===== src/hdl/adb_pkg.sv =====
// shared types, constants and table functions of the block decoder
package adb_pkg;

    localparam int MAX_BLOCK_BYTES_DEF = 4096;
    localparam int QUEUE_DEPTH         = 4;
    localparam int QUEUE_AW            = $clog2(QUEUE_DEPTH);

    localparam logic [12:0] BLOCK_BYTES_RST = 13'd256;
    localparam logic [3:0]  HDR_MONO        = 4'd7;
    localparam logic [3:0]  HDR_STEREO      = 4'd14;

    localparam logic signed [15:0] SAMPLE_MIN = -16'sd32768;
    localparam logic signed [15:0] SAMPLE_MAX = 16'sd32767;
    localparam logic signed [23:0] STEP_MIN   = 24'sd16;
    localparam logic signed [23:0] STEP_MAX   = 24'sd8388607;

    localparam logic CFG_BLOCK_BYTES = 1'b0;
    localparam logic CFG_STEREO      = 1'b1;

    typedef enum logic [2:0] {
        OP_PRED,
        OP_STEP,
        OP_S1,
        OP_S2,
        OP_DATA
    } op_kind_t;

    typedef struct packed {
        op_kind_t    kind;
        logic        ch;
        logic [15:0] value;
        logic        stereo;
        logic        seeds;
    } op_t;

    typedef enum logic [1:0] {
        BK_IDLE,
        BK_SEED,
        BK_MUL,
        BK_ACC
    } back_state_t;

    // byte mod 7 by folding octal digits, since 8 is 1 mod 7
    function automatic logic [2:0] mod7(input logic [7:0] b);
        logic [4:0] f1;
        logic [3:0] f2;
        f1 = 5'(b[2:0]) + 5'(b[5:3]) + 5'(b[7:6]);
        f2 = 4'(f1[2:0]) + 4'(f1[4:3]);
        return (f2 >= 4'd7) ? 3'(f2 - 4'd7) : f2[2:0];
    endfunction

    function automatic logic signed [10:0] coef_a(input logic [2:0] pi);
        logic signed [10:0] c;
        case (pi)
            3'd0: c = 11'sd256;
            3'd1: c = 11'sd512;
            3'd2: c = 11'sd0;
            3'd3: c = 11'sd192;
            3'd4: c = 11'sd240;
            3'd5: c = 11'sd460;
            3'd6: c = 11'sd392;
            default: c = 11'sd0;
        endcase
        return c;
    endfunction

    function automatic logic signed [10:0] coef_b(input logic [2:0] pi);
        logic signed [10:0] c;
        case (pi)
            3'd0: c = 11'sd0;
            3'd1: c = -11'sd256;
            3'd2: c = 11'sd0;
            3'd3: c = 11'sd64;
            3'd4: c = 11'sd0;
            3'd5: c = -11'sd208;
            3'd6: c = -11'sd232;
            default: c = 11'sd0;
        endcase
        return c;
    endfunction

    function automatic logic [9:0] adapt(input logic [3:0] nb);
        logic [9:0] a;
        case (nb)
            4'd0, 4'd1, 4'd2, 4'd3:    a = 10'd230;
            4'd4:                      a = 10'd307;
            4'd5:                      a = 10'd409;
            4'd6:                      a = 10'd512;
            4'd7:                      a = 10'd614;
            4'd8:                      a = 10'd768;
            4'd9:                      a = 10'd614;
            4'd10:                     a = 10'd512;
            4'd11:                     a = 10'd409;
            4'd12:                     a = 10'd307;
            default:                   a = 10'd230;
        endcase
        return a;
    endfunction

endpackage


===== src/hdl/adb_front.sv =====
// front end: configuration, block position tracking and byte classification
module adb_front #(
    parameter int MAX_BLOCK_BYTES = adb_pkg::MAX_BLOCK_BYTES_DEF
) (
    input  logic           aclk,
    input  logic           aresetn,
    input  logic           s_tvalid,
    output logic           s_tready,
    input  logic [7:0]     s_tdata,   // data_byte
    input  logic           s_tlast,   // end_of_buffer
    input  logic           cfg_valid,
    output logic           cfg_ready,
    input  logic           cfg_index,
    input  logic [12:0]    cfg_data,
    output logic           op_valid,
    input  logic           op_ready,
    output adb_pkg::op_t   op
);

    localparam int POS_W = $clog2(MAX_BLOCK_BYTES);

    logic [POS_W-1:0] pos_reg, pos_next;
    logic [7:0]       pend_reg, pend_next;
    logic [12:0]      block_bytes_reg, block_bytes_next;
    logic             stereo_reg, stereo_next;

    logic [1:0] nch;
    logic [3:0] hdr;
    logic [3:0] q;
    logic [1:0] field;
    logic       bad;
    logic       emit;
    logic       accept;

    assign s_tready  = op_ready;
    assign cfg_ready = 1'b1;
    assign accept    = s_tvalid && s_tready;
    assign op_valid  = s_tvalid && emit;

    always_comb begin
        nch   = stereo_reg ? 2'd2 : 2'd1;
        hdr   = stereo_reg ? adb_pkg::HDR_STEREO : adb_pkg::HDR_MONO;
        bad   = (block_bytes_reg < 13'(hdr)) ||
                (32'(block_bytes_reg) > 32'(MAX_BLOCK_BYTES));
        q     = pos_reg[3:0] - 4'(nch);
        field = stereo_reg ? q[3:2] : q[2:1];
        emit  = 1'b0;
        pend_next = pend_reg;

        op.kind   = adb_pkg::OP_DATA;
        op.ch     = 1'b0;
        op.value  = {8'd0, s_tdata};
        op.stereo = stereo_reg;
        op.seeds  = 1'b0;

        if (!bad) begin
            if (32'(pos_reg) < 32'(nch)) begin
                emit     = 1'b1;
                op.kind  = adb_pkg::OP_PRED;
                op.ch    = pos_reg[0];
                op.value = {13'd0, adb_pkg::mod7(s_tdata)};
            end else if (32'(pos_reg) < 32'(hdr)) begin
                if (q[0]) begin
                    emit     = 1'b1;
                    op.ch    = stereo_reg ? q[1] : 1'b0;
                    op.value = {s_tdata, pend_reg};
                    op.seeds = (32'(pos_reg) == 32'(hdr) - 32'd1);
                    case (field)
                        2'd0:    op.kind = adb_pkg::OP_STEP;
                        2'd1:    op.kind = adb_pkg::OP_S1;
                        default: op.kind = adb_pkg::OP_S2;
                    endcase
                end else if (accept) begin
                    pend_next = s_tdata;
                end
            end else begin
                emit = 1'b1;
            end
        end

        pos_next = pos_reg;
        if (accept) begin
            if (bad || s_tlast || (32'(pos_reg) + 32'd1 >= 32'(block_bytes_reg))) begin
                pos_next = '0;
            end else begin
                pos_next = pos_reg + 1'b1;
            end
        end

        block_bytes_next = block_bytes_reg;
        stereo_next      = stereo_reg;
        if (cfg_valid && cfg_ready) begin
            case (cfg_index)
                adb_pkg::CFG_BLOCK_BYTES: block_bytes_next = cfg_data;
                adb_pkg::CFG_STEREO:      stereo_next      = cfg_data[0];
                default:                  block_bytes_next = block_bytes_reg;
            endcase
        end
    end

    always_ff @(posedge aclk) begin
        if (!aresetn) begin
            pos_reg         <= '0;
            pend_reg        <= '0;
            block_bytes_reg <= adb_pkg::BLOCK_BYTES_RST;
            stereo_reg      <= 1'b0;
        end else begin
            pos_reg         <= pos_next;
            pend_reg        <= pend_next;
            block_bytes_reg <= block_bytes_next;
            stereo_reg      <= stereo_next;
        end
    end

endmodule


===== src/hdl/adb_fifo.sv =====
// short operation queue between front end and back end
module adb_fifo (
    input  logic          aclk,
    input  logic          aresetn,
    input  logic          in_valid,
    output logic          in_ready,
    input  adb_pkg::op_t  in_op,
    output logic          out_valid,
    input  logic          out_ready,
    output adb_pkg::op_t  out_op
);

    adb_pkg::op_t mem_reg [adb_pkg::QUEUE_DEPTH];

    logic [adb_pkg::QUEUE_AW-1:0] wr_reg, wr_next;
    logic [adb_pkg::QUEUE_AW-1:0] rd_reg, rd_next;
    logic [adb_pkg::QUEUE_AW:0]   cnt_reg, cnt_next;
    logic push, pop;

    assign in_ready  = (32'(cnt_reg) < adb_pkg::QUEUE_DEPTH);
    assign out_valid = (cnt_reg != '0);
    assign out_op    = mem_reg[rd_reg];
    assign push      = in_valid && in_ready;
    assign pop       = out_valid && out_ready;

    always_comb begin
        wr_next  = push ? wr_reg + 1'b1 : wr_reg;
        rd_next  = pop  ? rd_reg + 1'b1 : rd_reg;
        cnt_next = cnt_reg;
        if (push && !pop) begin
            cnt_next = cnt_reg + 1'b1;
        end else if (pop && !push) begin
            cnt_next = cnt_reg - 1'b1;
        end
    end

    always_ff @(posedge aclk) begin
        if (push) begin
            mem_reg[wr_reg] <= in_op;
        end
    end

    always_ff @(posedge aclk) begin
        if (!aresetn) begin
            wr_reg  <= '0;
            rd_reg  <= '0;
            cnt_reg <= '0;
        end else begin
            wr_reg  <= wr_next;
            rd_reg  <= rd_next;
            cnt_reg <= cnt_next;
        end
    end

endmodule


===== src/hdl/adb_back.sv =====
// back end: channel state, seed output and two-stage nibble decode
module adb_back (
    input  logic          aclk,
    input  logic          aresetn,
    input  logic          op_valid,
    output logic          op_ready,
    input  adb_pkg::op_t  op,
    output logic          m_tvalid,
    input  logic          m_tready,
    output logic [15:0]   m_tdata,   // sample
    output logic          m_tuser,   // channel
    output logic          m_tlast    // last_of_run
);

    adb_pkg::back_state_t state_reg, state_next;

    adb_pkg::op_t cur_reg, cur_next;
    logic         nib_reg, nib_next;
    logic [1:0]   cnt_reg, cnt_next;
    logic         ch_reg, ch_next;

    logic [2:0]        pred_reg [2], pred_next [2];
    logic signed [23:0] step_reg [2], step_next [2];
    logic signed [15:0] s1_reg [2], s1_next [2];
    logic signed [15:0] s2_reg [2], s2_next [2];

    logic signed [26:0] pa_reg, pa_next;
    logic signed [26:0] pb_reg, pb_next;
    logic signed [28:0] pd_reg, pd_next;
    logic signed [34:0] ps_reg, ps_next;

    logic        out_valid_reg, out_valid_next;
    logic [15:0] out_data_reg, out_data_next;
    logic        out_user_reg, out_user_next;
    logic        out_last_reg, out_last_next;

    logic              out_free;
    logic              mul_ch;
    logic [3:0]        mul_nb;
    logic signed [4:0] mul_sn;
    logic              seed_ch;
    logic              seed_last;
    logic              seed_old;
    logic signed [27:0] pred_sum;
    logic signed [19:0] pred;
    logic signed [29:0] tot;
    logic signed [15:0] smp;
    logic signed [26:0] st_raw;
    logic signed [23:0] st_new;

    assign m_tvalid = out_valid_reg;
    assign m_tdata  = out_data_reg;
    assign m_tuser  = out_user_reg;
    assign m_tlast  = out_last_reg;
    assign out_free = !out_valid_reg || m_tready;
    assign op_ready = (state_reg == adb_pkg::BK_IDLE);

    always_comb begin
        mul_ch = nib_reg ? cur_reg.stereo : 1'b0;
        mul_nb = nib_reg ? cur_reg.value[3:0] : cur_reg.value[7:4];
        mul_sn = {mul_nb[3], mul_nb};

        seed_ch   = cur_reg.stereo ? cnt_reg[0] : 1'b0;
        seed_old  = cur_reg.stereo ? !cnt_reg[1] : (cnt_reg == 2'd0);
        seed_last = cur_reg.stereo ? (cnt_reg == 2'd3) : (cnt_reg == 2'd1);

        // floor division by 256 is an arithmetic shift
        pred_sum = pa_reg + pb_reg;
        pred     = pred_sum[27:8];
        tot      = pred + pd_reg;
        if (tot < 30'(adb_pkg::SAMPLE_MIN)) begin
            smp = adb_pkg::SAMPLE_MIN;
        end else if (tot > 30'(adb_pkg::SAMPLE_MAX)) begin
            smp = adb_pkg::SAMPLE_MAX;
        end else begin
            smp = tot[15:0];
        end
        st_raw = ps_reg[34:8];
        if (st_raw < 27'(adb_pkg::STEP_MIN)) begin
            st_new = adb_pkg::STEP_MIN;
        end else if (st_raw > 27'(adb_pkg::STEP_MAX)) begin
            st_new = adb_pkg::STEP_MAX;
        end else begin
            st_new = st_raw[23:0];
        end

        state_next = state_reg;
        cur_next   = cur_reg;
        nib_next   = nib_reg;
        cnt_next   = cnt_reg;
        ch_next    = ch_reg;
        pred_next  = pred_reg;
        step_next  = step_reg;
        s1_next    = s1_reg;
        s2_next    = s2_reg;
        pa_next    = pa_reg;
        pb_next    = pb_reg;
        pd_next    = pd_reg;
        ps_next    = ps_reg;

        out_valid_next = m_tready ? 1'b0 : out_valid_reg;
        out_data_next  = out_data_reg;
        out_user_next  = out_user_reg;
        out_last_next  = out_last_reg;

        case (state_reg)
            adb_pkg::BK_IDLE: begin
                if (op_valid) begin
                    cur_next = op;
                    case (op.kind)
                        adb_pkg::OP_PRED: pred_next[op.ch] = op.value[2:0];
                        adb_pkg::OP_STEP: step_next[op.ch] = 24'($signed(op.value));
                        adb_pkg::OP_S1:   s1_next[op.ch]   = $signed(op.value);
                        adb_pkg::OP_S2: begin
                            s2_next[op.ch] = $signed(op.value);
                            if (op.seeds) begin
                                cnt_next   = 2'd0;
                                state_next = adb_pkg::BK_SEED;
                            end
                        end
                        adb_pkg::OP_DATA: begin
                            nib_next   = 1'b0;
                            state_next = adb_pkg::BK_MUL;
                        end
                        default: state_next = adb_pkg::BK_IDLE;
                    endcase
                end
            end
            adb_pkg::BK_SEED: begin
                if (out_free) begin
                    out_valid_next = 1'b1;
                    out_data_next  = seed_old ? s2_reg[seed_ch] : s1_reg[seed_ch];
                    out_user_next  = seed_ch;
                    out_last_next  = seed_last;
                    cnt_next       = cnt_reg + 2'd1;
                    if (seed_last) begin
                        state_next = adb_pkg::BK_IDLE;
                    end
                end
            end
            adb_pkg::BK_MUL: begin
                ch_next    = mul_ch;
                pa_next    = s1_reg[mul_ch] * adb_pkg::coef_a(pred_reg[mul_ch]);
                pb_next    = s2_reg[mul_ch] * adb_pkg::coef_b(pred_reg[mul_ch]);
                pd_next    = step_reg[mul_ch] * mul_sn;
                ps_next    = step_reg[mul_ch] * $signed({1'b0, adb_pkg::adapt(mul_nb)});
                state_next = adb_pkg::BK_ACC;
            end
            adb_pkg::BK_ACC: begin
                if (out_free) begin
                    out_valid_next  = 1'b1;
                    out_data_next   = smp;
                    out_user_next   = ch_reg;
                    out_last_next   = nib_reg;
                    s2_next[ch_reg]   = s1_reg[ch_reg];
                    s1_next[ch_reg]   = smp;
                    step_next[ch_reg] = st_new;
                    if (nib_reg) begin
                        state_next = adb_pkg::BK_IDLE;
                    end else begin
                        nib_next   = 1'b1;
                        state_next = adb_pkg::BK_MUL;
                    end
                end
            end
            default: state_next = adb_pkg::BK_IDLE;
        endcase
    end

    always_ff @(posedge aclk) begin
        if (!aresetn) begin
            state_reg <= adb_pkg::BK_IDLE;
        end else begin
            state_reg <= state_next;
        end
    end

    always_ff @(posedge aclk) begin
        if (!aresetn) begin
            nib_reg       <= 1'b0;
            cnt_reg       <= '0;
            out_valid_reg <= 1'b0;
            pred_reg      <= '{default: '0};
            step_reg      <= '{default: '0};
            s1_reg        <= '{default: '0};
            s2_reg        <= '{default: '0};
        end else begin
            nib_reg       <= nib_next;
            cnt_reg       <= cnt_next;
            out_valid_reg <= out_valid_next;
            pred_reg      <= pred_next;
            step_reg      <= step_next;
            s1_reg        <= s1_next;
            s2_reg        <= s2_next;
        end
    end

    always_ff @(posedge aclk) begin
        cur_reg      <= cur_next;
        ch_reg       <= ch_next;
        pa_reg       <= pa_next;
        pb_reg       <= pb_next;
        pd_reg       <= pd_next;
        ps_reg       <= ps_next;
        out_data_reg <= out_data_next;
        out_user_reg <= out_user_next;
        out_last_reg <= out_last_next;
    end

    a_pred_range: assert property (@(posedge aclk) disable iff (!aresetn)
        (pred_reg[0] <= 3'd6) && (pred_reg[1] <= 3'd6))
        else $error("predictor index out of range");

    a_acc_emits: assert property (@(posedge aclk) disable iff (!aresetn)
        (state_reg == adb_pkg::BK_ACC && out_free) |=> out_valid_reg)
        else $error("decoded sample not presented");

    a_acc_done: assert property (@(posedge aclk) disable iff (!aresetn)
        (state_reg == adb_pkg::BK_ACC && out_free && nib_reg)
        |=> (state_reg == adb_pkg::BK_IDLE && out_last_reg))
        else $error("data byte did not finish with a last sample");

    a_seed_start: assert property (@(posedge aclk) disable iff (!aresetn)
        (state_reg == adb_pkg::BK_IDLE && op_valid && op.kind == adb_pkg::OP_S2 && op.seeds)
        |=> (state_reg == adb_pkg::BK_SEED && cnt_reg == 2'd0))
        else $error("seed output not started on last header byte");

endmodule


===== src/hdl/ms_adpcm_block_decoder.sv =====
// top level of the block adpcm decoder: front end, operation queue, back end
//
//  channel   ports            tdata / data             tuser      tlast
//  input     s_tvalid/tready  [7:0] data_byte          -          end_of_buffer
//  result    m_tvalid/tready  [15:0] sample            channel    last_of_run
//  config    cfg_valid/ready  cfg_data [12:0] value    -          cfg_index selects
//
// header bytes are taken by the front end; bytes that complete a field also pass an
// operation on, and the last header byte then adds 2 (mono) or 4 (stereo) seed samples
// a data byte passes these back-end steps: a queue read, then two nibble decodes of a
// multiply stage and an accumulate and clamp stage each, on one set of multipliers
// reset restores the default configuration, clears block position and all channel state
// a 4-entry operation queue lets input continue while results stall, until it is full
module ms_adpcm_block_decoder #(
    parameter int MAX_BLOCK_BYTES = adb_pkg::MAX_BLOCK_BYTES_DEF
) (
    input  logic        aclk,
    input  logic        aresetn,
    input  logic        s_tvalid,
    output logic        s_tready,
    input  logic [7:0]  s_tdata,   // data_byte
    input  logic        s_tlast,   // end_of_buffer
    output logic        m_tvalid,
    input  logic        m_tready,
    output logic [15:0] m_tdata,   // sample
    output logic        m_tuser,   // channel
    output logic        m_tlast,   // last_of_run
    input  logic        cfg_valid,
    output logic        cfg_ready,
    input  logic        cfg_index,
    input  logic [12:0] cfg_data
);

    logic         fq_valid, fq_ready;
    adb_pkg::op_t fq_op;
    logic         qb_valid, qb_ready;
    adb_pkg::op_t qb_op;

    adb_front #(
        .MAX_BLOCK_BYTES(MAX_BLOCK_BYTES)
    ) u_front (
        .aclk      (aclk),
        .aresetn   (aresetn),
        .s_tvalid  (s_tvalid),
        .s_tready  (s_tready),
        .s_tdata   (s_tdata),
        .s_tlast   (s_tlast),
        .cfg_valid (cfg_valid),
        .cfg_ready (cfg_ready),
        .cfg_index (cfg_index),
        .cfg_data  (cfg_data),
        .op_valid  (fq_valid),
        .op_ready  (fq_ready),
        .op        (fq_op)
    );

    adb_fifo u_fifo (
        .aclk      (aclk),
        .aresetn   (aresetn),
        .in_valid  (fq_valid),
        .in_ready  (fq_ready),
        .in_op     (fq_op),
        .out_valid (qb_valid),
        .out_ready (qb_ready),
        .out_op    (qb_op)
    );

    adb_back u_back (
        .aclk     (aclk),
        .aresetn  (aresetn),
        .op_valid (qb_valid),
        .op_ready (qb_ready),
        .op       (qb_op),
        .m_tvalid (m_tvalid),
        .m_tready (m_tready),
        .m_tdata  (m_tdata),
        .m_tuser  (m_tuser),
        .m_tlast  (m_tlast)
    );

endmodule


===== config.mk =====
export PLATFORM = sky130hd
export DESIGN_NAME = ms_adpcm_block_decoder
export DESIGN_NICKNAME = d
export VERILOG_FILES = /design/src/hdl/adb_pkg.sv /design/src/hdl/adb_front.sv /design/src/hdl/adb_fifo.sv /design/src/hdl/adb_back.sv /design/src/hdl/ms_adpcm_block_decoder.sv
export SDC_FILE = /design/constraint.sdc
export NUM_CORES = 2
export LEC_CHECK = 0
export ABC_AREA = 1
export ABC_CLOCK_PERIOD_IN_PS = 5910
export BUFFER_PORTS_ARGS = -buffer_cell sky130_fd_sc_hd__buf_2
export CAP_MARGIN = 20
export CORE_MARGIN = 2
export CORE_UTILIZATION = 30
export DETAILED_ROUTE_END_ITERATION = 8
export PLACE_DENSITY = 0.48
export SLEW_MARGIN = 20
export SYNTH_ARGS = -nofsm -noshare
export SYNTH_HDL_FRONTEND = slang
export SYNTH_SLANG_ARGS = --single-unit

===== constraint.sdc =====
create_clock -name aclk -period 5.91 [get_ports aclk]
set_input_delay 0.591 -clock aclk [delete_from_list [all_inputs] [get_ports aclk]]
set_output_delay 0.591 -clock aclk [all_outputs]
set_load 0.01 [all_outputs]

==> qor.yml <==
status: "complete, but fails checks"
failed_checks: "negative setup slack"
fin_cells: 7431
whs_ns: 0.220
critPathCaptureType: "flip-flop"
arrival_ns: 6.36
synth_edf_count: 219
worstSetupStartpointType: "flip-flop"
synth_area_leader_cell: "fa_1"
drt_iter0_markers: 2140
synth_top_area_share_pct: 22.0
wl_um: 132000
slew_headroom_pct: 29.2
power_leakage_nw: 24.2
syn_nets: 5857
ys_seq_area_share_pct: 24.3
setup_viol_count_final: 5
fin_skew_ns: 0.0602
grt_max_degree: 68
synth-seq-cells: 386
root_buffer: "clkbuf_16"
initial_core_util_pct: 30.2
io_pins: 49
syn_area_um2: 40800
grt_overflow: 0
max_freq_mhz: 167
grt_usage_pct: 18.9
tightest_slew_ns: 1.06
syn_area_per_cell_um2: 8.13
area_growth_pct: 26.2
drv_slew: 0
clk_pin_slew_ns: 0.06
grt_antenna_before_repair: 0
first_pass_iters: 8
cp_data_required_time_ns: 6.28
ir_worst_vdd_v: 0.000378
synth_area_leaders: "fa_1 (22%), edfxtp_1 (16%), ha_1 (11%)"
die_area_um2: 139000
cts_hold_buf: 0
placed_area_um2: 47500
ys_types: 66
period_minus_slack_ns: 5.99
finalNetCount: 6451
cpPeakStageDelay_ns: 0.54
die_x_um: 373
clk_latency_ns: 0.64
hold_viol_final: 0
hpwl_um: 107000
via_per_inst: 4.71
ys_warn_count: 0
fin_area_um2: 51500
grt_pass1_vias: 35600
maxCapViolations: 0
dpl.cell_count: 7280
layout_setup_ws_ns: -0.0785
fp-row-count: 135
grt_pass1_wl_um: 206000
rsz0062_at_grt: "yes"
cts_sinks: 386
ctsHtreeMaxLevel: 2
cts_tree: "yes"
largest_register_ffs: 88
io_buffers: 47
clockBufferDepth: 3
gp_congestion: 0.907
min_period_over_period_pct: 101
preCtsSetupSlack_ns: -0.513
multiInputGateArea_um2: 28500
fp.dieH_um: 373
power_mw: 26.1
syn_inst: 5015
ant_nets: 0
cp_slowest_cell: "fa_1"
fillers: 14000
cp_max_fo: 6
worstSetupPathType: "flip-flop to flip-flop"
drive_above_1_share_pct: 21.4
power.density_nw_per_um2: 508
wl_per_cell_um: 17.8
synthArstFlopShare_pct: 0
hold_class: "input port to flip-flop"
vias: 35000
synthFlopType: "edfxtp_1"
cts_made_buffers: 49
design.core.area_um2: 135000
drc: 0
regArea_um2: 9920
## through the flow
stage	utilization (%)	TNS [ns]
6_report	38.1	-0.303
5_1_grt	38.1	-7.17
4_1_cts	36.9	-0.380
3_5_place_dp	35.1	-12.67
3_3_place_gp	35.1	-12.35
2_1_floorplan	-	-0.0133
## repair_timing
item | in CTS | in global routing
cloned | 1 | 6
endpoints found under the setup margin | 46 | 50
resized for setup | 160 | 290
pin swaps | 44 | 136
setup buffers | 17 | 35
## metal layers
metal / up-vias / part of all wire, % / GRT usage [%]
met4: 0 / 3.2 / 5.98
li1: 17200 / - / -
met2: 645 / 49 / 32.5
met1: 17000 / 45 / 25.1
met5: - / 0 / 0
met3: 150 / 3.4 / 1.50
## layout make-up
type | instances | area share [%]
sequential | 386 | 19.3
clock buffer | 67 | 2.67
inverter | 982 | 7.24
timing repair buffer | 683 | 10.6
multi-input combinational | 3507 | 55.4
tap | 1781 | 4.33
antenna | 1 | 0.00486
clock inverter | 24 | 0.513
## where the power goes
part / leakage (nW) / switching [mW] / internal, mW
registers: 3.40 / 0.292 / 3.78
clock network: 0.802 / 1.29 / 1.85
logic: 20.0 / 11.3 / 7.64
total: 24.2 / 12.9 / 13.3
## path summary, 6_finish.rpt
| path | start | cells past startpoint | slack (ns) | end |
|---|---|---|---|---|
| worst min register to register | u_fifo.rd_reg[1] | 2 | 0.46 | flip-flop |
| worst max-delay path | u_back.cur_reg[1] | 30 | -0.08 | u_back.pa_reg[24] |
| worst max register to register | u_back.cur_reg[1] | 30 | -0.08 | u_back.pa_reg[24] |
| worst min-delay path | cfg_data[8] | 3 | 0.22 | u_front.block_bytes_reg[8] |
## cell usage after synthesis, types with 103 or more instances
library cell / n
edfxtp_1: 219
nor2_1: 700
ha_1: 365
a21oi_1: 294
nand2_1: 773
xor2_1: 103
o21ai_0: 242
inv_1: 944
fa_1: 449
nand3_1: 152
clkbuf_1: 108
dfxtp_1: 167
## critical path, delay by kind of cell, from the launching register on
kind	cells	cell delay, ns
adders and majority gates	6	2.58
xor gates and xnor gates	1	0.13
and+or+nand+nor	8	0.95
AOI/OAI and AO/OA	8	1.03
DFF	1	0.43
buffers and inverters	7	0.60
## logic make-up after synthesis
family	after synthesis	synth area share, %
buf+inv	1122	10.5
flops	386	24.3
other cells	1	0.00919
mux	2	0.0491
compound gates	791	11.3
xor+xnor	141	3.06
fa+ha+maj	814	33.2
simple gates	1758	17.5
## placed cells by master, fill, tap and decap left out, drive strengths merged, types with 24 or more instances in the layout
| cell type | count |
|---|---|
| inv | 979 |
| nand2 | 798 |
| nor2 | 715 |
| buf | 677 |
| fa | 449 |
| ha | 365 |
| a21oi | 296 |
| o21ai | 268 |
| edfxtp | 219 |
| dfxtp | 167 |
| nand3 | 152 |
| xor2 | 105 |
| a211oi | 84 |
| clkbuf | 73 |
| nor3 | 38 |
| xnor2 | 36 |
| nand4 | 24 |
(Power assumes the default switching activity.)
